`src/hw/rtl/lpfs_pkg.sv`:
```
// Package: frame geometry and header constants for the LED panel frame serializer.
`timescale 1ns / 1ps
`default_nettype none

package lpfs_pkg;

  // Columns per frame, left to right (range 2 to 168, even in normal use).
  localparam int FRAME_COLUMNS = 32;
  // Data bytes per frame: three bytes per column pair.
  localparam int DATA_BYTES    = (FRAME_COLUMNS * 3) / 2;

  localparam int COL_W         = 8;
  localparam int BYTE_W        = 8;
  localparam int PIX_W         = 12;
  // Most bytes one column can cause: three data bytes and four footer bytes.
  localparam int MAX_BYTES     = 7;
  localparam int CNT_W         = $clog2(MAX_BYTES + 1);

  localparam logic [COL_W-1:0]  LAST_COL    = COL_W'(FRAME_COLUMNS - 1);
  localparam logic [BYTE_W-1:0] HEADER_BYTE = BYTE_W'((DATA_BYTES + 2) % 256);
  localparam logic [BYTE_W-1:0] FOOTER_MARK = BYTE_W'(3);

endpackage

`default_nettype wire

```
`src/hw/rtl/led_panel_frame_serializer.sv`:
```
// Top level: LED panel frame serializer, columns in, serial frame bytes out.
`timescale 1ns / 1ps
`default_nettype none

// Usage
//   Slave channel (s_*): one 12-row panel column per transfer, left to right.
//   Master channel (m_*): the serial frame, one byte per transfer. tlast marks
//   the last byte caused by one column, tuser marks the final footer byte.
//   Config: cfg_we/cfg_wdata write the brightness register, used by the
//   next footer; write only while the block is idle.
// Timing
//   An accepted column is fully worked out in the accept cycle and lands in a
//   seven-byte output shift register; its first byte is offered in the next
//   cycle. That register drains one byte per cycle while m_tready is high,
//   and takes a column as its last waiting byte leaves, or whenever empty.
//   Bytes per column: none (inner even column, only its accept cycle),
//   1 (first column, header), 3 (odd column) or 7 (last column with footer).
//   The even column of a pair is taken as the last byte before it leaves;
//   the odd column is then taken while the output register sits empty, and
//   its three data bytes follow.
// Reset and stall
//   rst (synchronous) empties the output register and starts a new frame at
//   column 0 with a zeroed checksum and brightness. While m_tready is low the
//   current byte holds and s_tready stays low once a column's bytes are
//   waiting.

module led_panel_frame_serializer (
  input  wire logic                        clk,
  input  wire logic                        rst,
  // Column in
  input  wire logic                        s_tvalid,
  output logic                             s_tready,
  input  wire logic [15:0]                 s_tdata,   // [11:0] column_pixels
  // Serial bytes out
  output logic                             m_tvalid,
  input  wire logic                        m_tready,
  output logic [7:0]                       m_tdata,   // [7:0] serial_byte
  output logic                             m_tlast,   // run_last
  output logic                             m_tuser,   // [0] frame_end
  // Brightness register
  input  wire logic                        cfg_we,
  input  wire logic [7:0]                  cfg_wdata
);

  function automatic logic [7:0] rev8(input logic [7:0] v);
    logic [7:0] r;
    for (int k = 0; k < 8; k++) r[7-k] = v[k];
    return r;
  endfunction

  function automatic logic [3:0] rev4(input logic [3:0] v);
    logic [3:0] r;
    for (int k = 0; k < 4; k++) r[3-k] = v[k];
    return r;
  endfunction

  logic [lpfs_pkg::BYTE_W-1:0] brightness;
  logic [lpfs_pkg::COL_W-1:0]  column_count;
  logic [lpfs_pkg::PIX_W-1:0]  held_even_column;
  logic [lpfs_pkg::BYTE_W-1:0] running_sum;

  // Output shift register: res[0] is the byte on offer.
  logic [lpfs_pkg::BYTE_W-1:0] res [lpfs_pkg::MAX_BYTES];
  logic [lpfs_pkg::CNT_W-1:0]  res_count;
  logic                        end_flag;

  logic                        in_xfer, out_xfer;
  logic [lpfs_pkg::PIX_W-1:0]  col;
  logic                        first_col, odd_col, last_col;
  logic [lpfs_pkg::BYTE_W-1:0] byte_a, byte_b, byte_c;
  logic [lpfs_pkg::BYTE_W-1:0] sum_base, running_sum_next;
  logic [lpfs_pkg::BYTE_W-1:0] new_bytes [lpfs_pkg::MAX_BYTES];
  logic [lpfs_pkg::CNT_W-1:0]  new_count;
  logic                        new_end;

  assign m_tvalid = (res_count != '0);
  assign m_tdata  = res[0];
  assign m_tlast  = (res_count == lpfs_pkg::CNT_W'(1));
  assign m_tuser  = end_flag && m_tlast;
  // Take a column when nothing waits or the final waiting byte leaves now.
  assign s_tready = (res_count == '0) || (m_tlast && m_tready);
  assign in_xfer  = s_tvalid && s_tready;
  assign out_xfer = m_tvalid && m_tready;

  assign col       = s_tdata[lpfs_pkg::PIX_W-1:0];
  assign first_col = (column_count == '0);
  assign odd_col   = column_count[0];
  assign last_col  = (column_count >= lpfs_pkg::LAST_COL);

  // Column pair packing: even rows 0..7 reversed, both upper nibbles reversed, odd rows 0..7 reversed.
  assign byte_a = rev8(held_even_column[7:0]);
  assign byte_b = {rev4(held_even_column[11:8]), rev4(col[11:8])};
  assign byte_c = rev8(col[7:0]);

  assign sum_base         = first_col ? lpfs_pkg::HEADER_BYTE : running_sum;
  assign running_sum_next = odd_col ? sum_base + byte_a + byte_b + byte_c : sum_base;

  always_comb begin
    for (int i = 0; i < lpfs_pkg::MAX_BYTES; i++) new_bytes[i] = '0;
    new_count = '0;
    new_end   = 1'b0;
    if (first_col) begin
      new_bytes[0] = lpfs_pkg::HEADER_BYTE;
      new_count    = lpfs_pkg::CNT_W'(1);
    end else if (odd_col) begin
      new_bytes[0] = byte_a;
      new_bytes[1] = byte_b;
      new_bytes[2] = byte_c;
      new_count    = lpfs_pkg::CNT_W'(3);
      if (last_col) begin
        new_bytes[3] = running_sum_next;
        new_bytes[4] = lpfs_pkg::FOOTER_MARK;
        new_bytes[5] = brightness;
        new_bytes[6] = brightness + lpfs_pkg::FOOTER_MARK;
        new_count    = lpfs_pkg::CNT_W'(7);
        new_end      = 1'b1;
      end
    end
  end

  // Control and frame state
  always_ff @(posedge clk) begin
    if (rst) begin
      brightness       <= '0;
      column_count     <= '0;
      held_even_column <= '0;
      running_sum      <= '0;
      res_count        <= '0;
      end_flag         <= 1'b0;
    end else begin
      if (cfg_we) begin
        brightness <= cfg_wdata;
      end
      if (in_xfer) begin
        column_count <= last_col ? '0 : column_count + lpfs_pkg::COL_W'(1);
        if (!odd_col) begin
          held_even_column <= col;
        end
        running_sum <= running_sum_next;
        res_count   <= new_count;
        end_flag    <= new_end;
      end else if (out_xfer) begin
        res_count <= res_count - lpfs_pkg::CNT_W'(1);
      end
    end
  end

  // Byte payload, no reset needed
  always_ff @(posedge clk) begin
    if (in_xfer) begin
      for (int i = 0; i < lpfs_pkg::MAX_BYTES; i++) res[i] <= new_bytes[i];
    end else if (out_xfer) begin
      for (int i = 0; i < lpfs_pkg::MAX_BYTES - 1; i++) res[i] <= res[i+1];
      res[lpfs_pkg::MAX_BYTES-1] <= '0;
    end
  end

endmodule

`default_nettype wire

```
`config.mk`:
```
export PLATFORM = sky130hd
export DESIGN_NAME = led_panel_frame_serializer
export DESIGN_NICKNAME = d
export VERILOG_FILES = /design/src/hw/rtl/lpfs_pkg.sv /design/src/hw/rtl/led_panel_frame_serializer.sv
export SDC_FILE = /design/constraint.sdc
export NUM_CORES = 1
export LEC_CHECK = 0
export BUFFER_PORTS_ARGS = -buffer_cell sky130_fd_sc_hd__buf_2
export CAP_MARGIN = 10
export CORE_ASPECT_RATIO = 2
export CORE_MARGIN = 2
export CORE_UTILIZATION = 35
export DETAILED_ROUTE_END_ITERATION = 8
export SYNTH_ARGS = -nofsm -noshare
export SYNTH_HDL_FRONTEND = slang
export SYNTH_SLANG_ARGS = --single-unit
```
`constraint.sdc`:
```
create_clock -name clk -period 4.65 [get_ports clk]
set_clock_uncertainty 0.05 [all_clocks]
set_input_delay 0.2325 -clock clk [delete_from_list [all_inputs] [get_ports clk]]
set_output_delay 0.2325 -clock clk [all_outputs]
set_load 0.01 [all_outputs]
```
==> run summary, run 1 <==
The run finished with clean final reports. The average footprint of a synthesized cell is 10.94 um2. The effective utilization at floorplan came out at 0.3597. Routability-driven placement finished with a final weighted congestion of around 0.89. The filler cells instantiated in the layout total 1265. The area enclosed by the die boundary came out at 14350 um2.

Clock latency on the worst-skew pair, taken at its later pin, is about 0.35 ns. The routed via count came out at roughly 3200. The number of buffers on the longest clock path came out at 2. The ratio of cells with drive above 1 in the final layout came out at 0.1505. The area inside the core boundary is roughly 13000 um2.

Using the TritonRoute via totals, the vias-per-cell ratio works out to 5.191. The number of warnings issued by yosys came out at 0. The worst setup path is of the flop to flop kind. The final-stage net count came out at a little over 500. The maximum number of pins on one net before global-route repair came out at 48. Setup repair after global routing left no endpoint under its margin. Of the total synthesized cell area, the portion taken by AND, OR, NAND and NOR gates is 0.1191. For this run, asynchronously set or reset flops after synthesis account for 0. Along the worst path, the maximum fanout reaches 4. The post-DP HPWL is 7186 um. The horizontal extent of the die is about 86 um. The number of slew-limit violations in the final report is 0. The post-cts hold buffer count is 0. The biggest area contributor in the post-synthesis netlist is sky130_fd_sc_hd__edfxtp_1. The top achievable clock speed is 263.0 MHz. The proportion of synthesized chip area in sequential cells came out at 0.5312.

Synthesis produced a netlist with a net count of 483. The number of antenna violations at the first check in global routing is 0. Among all flip-flop cells after synthesis, the most frequent one is sky130_fd_sc_hd__edfxtp_1.

The quantity of gates resized following cts is 0. Data on the critical path is required at its endpoint by approximately 4.7 ns. The fraction of synthesized area in multiplexers is 0.01954. The time the final worst path needs with I/O delays and setup came out at ~3.8 ns. The detailed-route wire length came out at between 10000 and 15000 um. TritonCTS built the clock tree. The dominant cell by count in the synthesized netlist is sky130_fd_sc_hd__edfxtp_1. The first-pass GRT wire length came out at ~17000 um. Max-cap violations in this run came to 0. STA classifies the critical path startpoint as a flop. The relative slew slack came out at 0.4931.

The synthesized design contains 96 register bits. The leakage power is just over 2 nW. The number of iterations in the first detailed-routing pass is 4.

In the finished design, the share of the clock period the worst path needs comes to 0.8176. The average wire per standard cell is 16.49 um. The post-synthesis instance area is 4673 um2. The finished cells cover 5280 um2.

Yosys attributes the largest share of cell area to sky130_fd_sc_hd__edfxtp_1 (36%), sky130_fd_sc_hd__dfxtp_1 (17%), sky130_fd_sc_hd__a22o_1 (6.6%), sky130_fd_sc_hd__fa_1 (6.0%), sky130_fd_sc_hd__nand2_1 (3.7%). The number of levels the H-tree was split into is 3. Setup violations remaining at the end of the flow were counted as 0. The via count of the first global-routing pass came out at approximately 3300. The total congestion overflow after global routing came out at 0. The summed negative setup slack over all endpoints is 0 ns. The number of ports placed on the die boundary came out at 41. The fraction of synthesized cell area taken by the top area cell type came out at 0.3598. The number of distinct library cells after synthesis came out at 53. The final count of hold timing violations came out at 0. For this run, design rule violations remaining after detail routing come to 0. VDD sags by at most 0.2637 mV. By area, the combinational part of the netlist is dominated by compound AO/OA/AOI/OAI gates. The path class of the tightest hold or removal check is input pin to flop.

The synthesized design contains 56 enable-type register cells. Synthesis handed over a netlist of 427 instances. The combined area of the multi-input logic cells is 1956 um2. The xor/xnor cell area share of the yosys netlist came out at 0.03347. The area growth from synthesis to layout is 12.99%. The total global routing track utilization came out at 0.1541. In this run the remaining antenna-violating nets after routing total 0. The CTS buffer count is 9. The tree is rooted in a sky130_fd_sc_hd__clkbuf_16. The number of buffers added on ports came out at 36. The power density relative to cell area is between 500 and 600 nW/um2.

Power comes to 3.007 mW. The synthesized-area fraction occupied by adder cells came out at 0.09478. The data arrival time of the worst path is between 3 and 4 ns. The buffers inserted during post-CTS setup optimization came out at 0. The number of clock sinks seen by CTS came out at 96. For this run, the share of the core covered by cells in the final layout is 0.4064. The iteration-0 DRC count of the detailed router is 240.

After synthesis, the most frequently instantiated cells are sky130_fd_sc_hd__edfxtp_1 (56), sky130_fd_sc_hd__nand2_1 (46), sky130_fd_sc_hd__inv_1 (41). Registers take 2482 um2. Clock-pin slew was measured on the worst setup and hold paths at 0.06 ns.

The floorplan die height came out at 167.4 um. The type of destination of the critical path is a flop. The number of diodes is 0.

The compound-cell area share of the yosys netlist is 0.1502. The area of placed instances came out at 5007 um2. The measured slew at the worst slew-check pin came out at 0.7595 ns. The number of standard-cell rows in the floorplan came out at between 50 and 60.
==> critical path, cell delays in order, from the launching register on <==
cell and delay, ns:
sky130_fd_sc_hd__dfxtp_1 0.31, sky130_fd_sc_hd__inv_1 0.13, sky130_fd_sc_hd__ha_1 0.16, sky130_fd_sc_hd__nor4b_1 0.34, sky130_fd_sc_hd__and2_1 0.21, sky130_fd_sc_hd__nor2_1 0.06
sky130_fd_sc_hd__fa_1 0.48, sky130_fd_sc_hd__inv_1 0.05, sky130_fd_sc_hd__ha_1 0.20, sky130_fd_sc_hd__inv_1 0.07, sky130_fd_sc_hd__fa_1 0.20, sky130_fd_sc_hd__nor2b_1 0.07
sky130_fd_sc_hd__o31ai_1 0.41, sky130_fd_sc_hd__a21oi_1 0.18, sky130_fd_sc_hd__xnor2_2 0.30, sky130_fd_sc_hd__xnor2_1 0.13, sky130_fd_sc_hd__a22o_1 0.20
==> through the flow <==
step	setup WS (ns)	hold WS [ns]	std cells
after floorplan	1.086	0.3185	427
after global placement	0.9418	0.3946	601
after detailed placement	0.8897	0.3978	601
after CTS	0.8777	0.06083	617
after global routing	0.5915	0.07140	617
final	0.8483	0.06584	617
==> cell usage in the layout (no fill, tap or decap), drive strengths merged, types with 4 or more instances in the layout <==
master / synthesis / final
a21o: 4 / 4
a21oi: 26 / 26
a22o: 35 / 35
and2: 9 / 9
buf: 9 / 42
clkbuf: 11 / 10
dfxtp: 40 / 40
edfxtp: 56 / 56
fa: 14 / 14
ha: 13 / 13
inv: 41 / 43
mux2i: 8 / 8
nand2: 47 / 47
nand3: 4 / 4
nor2: 43 / 43
o21ai: 10 / 10
xnor2: 12 / 12
xor2: 5 / 5
==> state kept, by name (all words and copies together) (netlist names) <==
signal	flops
res	56
held_even_column	12
brightness	8
column_count	8
running_sum	8
res_count	3
end_flag	1
==> power by group <==
group | switching [mW] | internal, mW | total [mW]
clock | 0.327 | 0.366 | 0.693
combinational | 0.646 | 0.409 | 1.06
sequential | 0.0854 | 1.17 | 1.26
==> cells by family (layout without fill, tap and decap cells) <==
family	count (synthesis)	count (layout)
multiplexers	9	9
AO/OA/AOI/OAI	97	97
buffers and inverters	61	99
XOR/XNOR	17	17
AND/OR/NAND/NOR	120	120
adder cells (fa/ha/maj)	27	27
flip-flops	96	96
==> per-layer routing <==
metal / share of wire / routed length [um] / vias up / global-route usage
li1: - / - / 1557 / -
met1: 0.38 / 3851 / 1553 / 0.1679
met2: 0.55 / 5607 / 68 / 0.2748
met3: 0.031 / 311 / 25 / 0.02563
met4: 0.040 / 402 / 0 / 0.08834
met5: 0 / 0 / - / 0
==> layout make-up <==
type / count / share of cell area
Sequential cell: 96 / 0.4701
Inverter: 41 / 0.02915
Multi-Input combinational cell: 270 / 0.3704
Clock inverter: 6 / 0.008294
Timing Repair Buffer: 42 / 0.04265
Clock buffer: 10 / 0.04337
Tap cell: 152 / 0.03602
==> final timing paths <==
| kind | depth (start not counted) | slack, ns | to | startpoint |
|---|---|---|---|---|
| worst max register to register | 16 | 0.85 | res[3][7] | column_count[0] |
| worst max-delay path | 16 | 0.85 | res[3][7] | column_count[0] |
| worst min-delay path | 3 | 0.07 | brightness[0] | cfg_wdata[0] |
| worst min register to register | 2 | 0.41 | end_flag | end_flag |
Note: power is estimated with default switching activity, not from simulation.
==> run 2: changes to the inputs <==
- clock period: 4.65 -> 3.75 ns (I/O delays scaled with it)
==> run 2 against run 1 <==
Compared with the run above:
- wire length down 1.1%
- power grew 26%
- largest power group unchanged
- sequential share of layout area decreased by 0.45 points
- die area stayed put
- first-iteration DRC count shrank 36%
- via count increased by 0.50%
- global-route usage shrank 0.47 points
- count of clock-buffer cells in the layout grew 1
- cell area up 0.97%
- sequential cell count stayed put
==> run summary, run 2 (synthesis gave the netlist of run 1 again) <==
The via count of the first global-routing pass came out at 3357 (+2.3%). The worst setup path is launched from a flop. The combined area of the multi-input logic cells came out at 1977 um2 (+1.1%). The summed negative setup slack over all endpoints came out at 0 ns (unchanged). The number of ports placed on the die boundary is 41 (unchanged). The average via count per standard cell is 5.209 (+0.34%).

The final non-filler cell area came out at 5331 um2 (+0.97%). The count of final setup violators is 0 (unchanged). The data arrival time of the worst path came out at 3.61 ns (-0.24 ns). The area of placed instances came to 5027 um2 (+0.40%). The buffers inserted during post-CTS setup optimization came out at 0 (unchanged). The number of buffers added on ports came out at 36 (unchanged).

The worst hold endpoint is brightness[3]. The final core utilization came out at 0.4103 (+0.003949). The type of destination of the critical path is a flop. The number of clock sinks seen by CTS came out at 96 (unchanged). The sequential share of power is 0.411 (-0.008). The met3 demand-to-capacity share in global routing is 0.02612 (+0.0004929).

The detailed-route wire length came out at 10060 um (-1.1%). The launch instance of the worst min-delay path is cfg_wdata[3]. The peak fanout along the critical path is 4 (unchanged). The average wire per standard cell is 16.28 um (-1.2%).

The number of slew-limit violations in the final report came out at 0 (unchanged). The number of levels the H-tree was split into was 3 (unchanged). The measured slew at the worst slew-check pin is 0.7700 ns (+0.01051 ns). The horizontal extent of the die came out at 85.71 um (unchanged). The floorplan die height came out at 167.4 um (unchanged). The cell at the root of the clock tree is sky130_fd_sc_hd__clkbuf_16.

The number of maximum-capacitance constraint violations is 0 (unchanged). The synthesis-to-layout area growth is 14.08%. The clock latency at the later pin of the worst-skew pair was 0.34 ns (about the same). The proportion of total power due to net switching came out at 0.3511 (-0.001045). The ratio of cells with drive above 1 in the final layout came out at 0.1631 (+0.01255). The iteration-0 DRC count of the detailed router is 153 (-36%). The area taken by flip-flops and latches is 2482 um2 (unchanged).

The first-pass GRT wire length is 16750 um (-0.90%). The largest voltage drop on the vdd net is 0.3323 mV (+26%). The number of standard-cell rows in the floorplan is 59 (unchanged).

The number of diodes came out at 0 (unchanged). The layer with the highest usage after global routing is met2. In the final layout, the registers with the most flip-flops are res: 56 flops, held_even_column: 12 flops.

The final clock period utilization by the worst path came to 0.9481 (+0.1305). The number of iterations in the first detailed-routing pass is 4 (unchanged). The post-DP HPWL came out at 7189 um (about the same). The routing usage on met2 came to 0.2680 (-0.006793). The post-detailed-route DRC marker count is 0 (unchanged). The clock tree from TritonCTS is done. The routed via count is 3219 (+0.50%). The leakage power came out at 2.112 nW (+1.6%). The worst register-to-register path ends at res[3][7]. The relative slew slack is 0.4866 (-0.006465). The flow ran to the end, and the final reports show no timing, DRC or antenna violations. The top achievable clock speed came out at 281.3 MHz (+6.9%). The power density relative to cell area came out at 711.0 nW/um2 (+25%). The setup path with the least slack is of type flop to flop. The pre-CTS setup slack is 0.03102 ns (-0.8587 ns). The number of nets still failing antenna checks after routing came out at 0 (unchanged). The clock-pin slew reported for the worst setup and hold paths after clock tree synthesis came out at 0.07 ns (about the same). The worst setup margin is 0.1946 ns (-0.6537 ns). The power dissipated by switching net loads was 1.331 mW (+26%). The number of antenna violations at the first check in global routing is 0 (unchanged). res holds more flip-flops than any other register. The final count of hold timing violations is 0 (unchanged). The area enclosed by the die boundary is 14350 um2 (unchanged).

The effective utilization at floorplan is 0.3597 (unchanged). The top cell types in the final layout, fill and taps aside, are sky130_fd_sc_hd__edfxtp_1 (56), sky130_fd_sc_hd__nand2_1 (45), sky130_fd_sc_hd__inv_1 (41). The count of filler cells inserted in the layout came to 1253 (-0.95%). The final-stage net count is 517 (+0.19%). The final-layout worst hold slack is 0.02734 ns (-0.03851 ns). Leaving out fill and tap cells, the most frequent cell in the layout is sky130_fd_sc_hd__edfxtp_1.

The worst register-to-register path begins at column_count[0]. The worst setup slack for register-to-register paths is 0.19 ns (-0.65 ns). The portion of total power attributed to the clock network came out at 0.230 (about the same).

The hold path depth was 3 (unchanged). The number of flip-flops under the largest register name came out at 56 (unchanged). The count of cells along the worst register-to-register path is 16 (unchanged).

The CTS buffer count came out at 9 (unchanged). The power share of the combinational group was 0.359 (+0.008). The number of buffers on the longest clock path is 2 (unchanged). The maximum number of pins on one net before global-route repair came to 41 (-15%).

The final estimated routing congestion in global placement is 0.8929 (+0.27%). The worst hold path class is input pin to flop. The total congestion overflow after global routing is 0 (unchanged).

The area inside the core boundary came out at 12990 um2 (unchanged). The required time at the endpoint of the critical path is 3.80 ns (-0.90 ns). The met1 track utilization from global routing is 0.1618 (-0.006058). The total global routing track utilization is 0.1495 (-0.004661). The time the final worst path needs with I/O delays and setup was 3.555 ns (-0.2463 ns).

The internal power contribution came out at 2.460 mW (+26%).
## run 2: routing by layer
layer  up-vias  part of all wire
li1       1557                 -
met1      1556              0.38
met2        79              0.54
met3        27             0.033
met4         0             0.047
met5         -                 0
## run 2: final cells by class
cell class,count,area share
Clock buffer,11,0.04553
Clock inverter,5,0.007510
Inverter,41,0.02887
Multi-Input combinational cell,270,0.3708
Sequential cell,96,0.4656
Tap cell,152,0.03567
Timing Repair Buffer,43,0.04600
## run 2: worst max-delay path, stage by stage, from the launching register on
cell,delay [ns]
sky130_fd_sc_hd__dfxtp_1,0.31
sky130_fd_sc_hd__inv_1,0.13
sky130_fd_sc_hd__ha_1,0.18
sky130_fd_sc_hd__nor4b_4,0.28
sky130_fd_sc_hd__and2_1,0.20
sky130_fd_sc_hd__nor2_1,0.06
sky130_fd_sc_hd__fa_1,0.43
sky130_fd_sc_hd__inv_1,0.07
sky130_fd_sc_hd__ha_1,0.15
sky130_fd_sc_hd__inv_1,0.05
sky130_fd_sc_hd__fa_1,0.40
sky130_fd_sc_hd__nor2b_1,0.19
sky130_fd_sc_hd__o31ai_1,0.12
sky130_fd_sc_hd__a21oi_2,0.19
sky130_fd_sc_hd__xnor2_2,0.17
sky130_fd_sc_hd__xnor2_1,0.11
sky130_fd_sc_hd__a22o_1,0.20
## run 2: power by group through the flow
| stage | sequential [mW] | combinational (mW) | clock, mW |
|---|---|---|---|
| 3_5_place_dp | 1.58 | 1.34 | 0 |
| 5_1_grt | 1.59 | 1.51 | 0.933 |
| 2_1_floorplan | 1.57 | 0.945 | 0 |
| 3_3_place_gp | 1.57 | 1.31 | 0 |
| 4_1_cts | 1.56 | 1.35 | 0.895 |
| 6_report | 1.56 | 1.36 | 0.873 |
## run 2: worst max-delay path by stage
stage	from	to	slack, ns	cells after the start
after floorplan	column_count[0]	res[3][7]	0.19	18
after global placement	column_count[0]	res[3][7]	0.17	13
after detailed placement	column_count[0]	res[3][7]	0.03	13
after CTS	column_count[0]	res[3][7]	0.009	13
after global routing	column_count[0]	res[3][7]	-0.02	16
final	column_count[0]	res[3][7]	0.19	16
## run 2: repair_timing
action                     CTS  global route
resized for setup            0             4
setup endpoints to repair    0             5
hold buffers                 0             0
## run 2: metrics by stage
stage | cells | power (mW)
2_1_floorplan | 427 | 2.517
3_3_place_gp | 602 | 2.883
3_5_place_dp | 602 | 2.923
4_1_cts | 618 | 3.807
5_1_grt | 618 | 4.025
6_report | 618 | 3.791
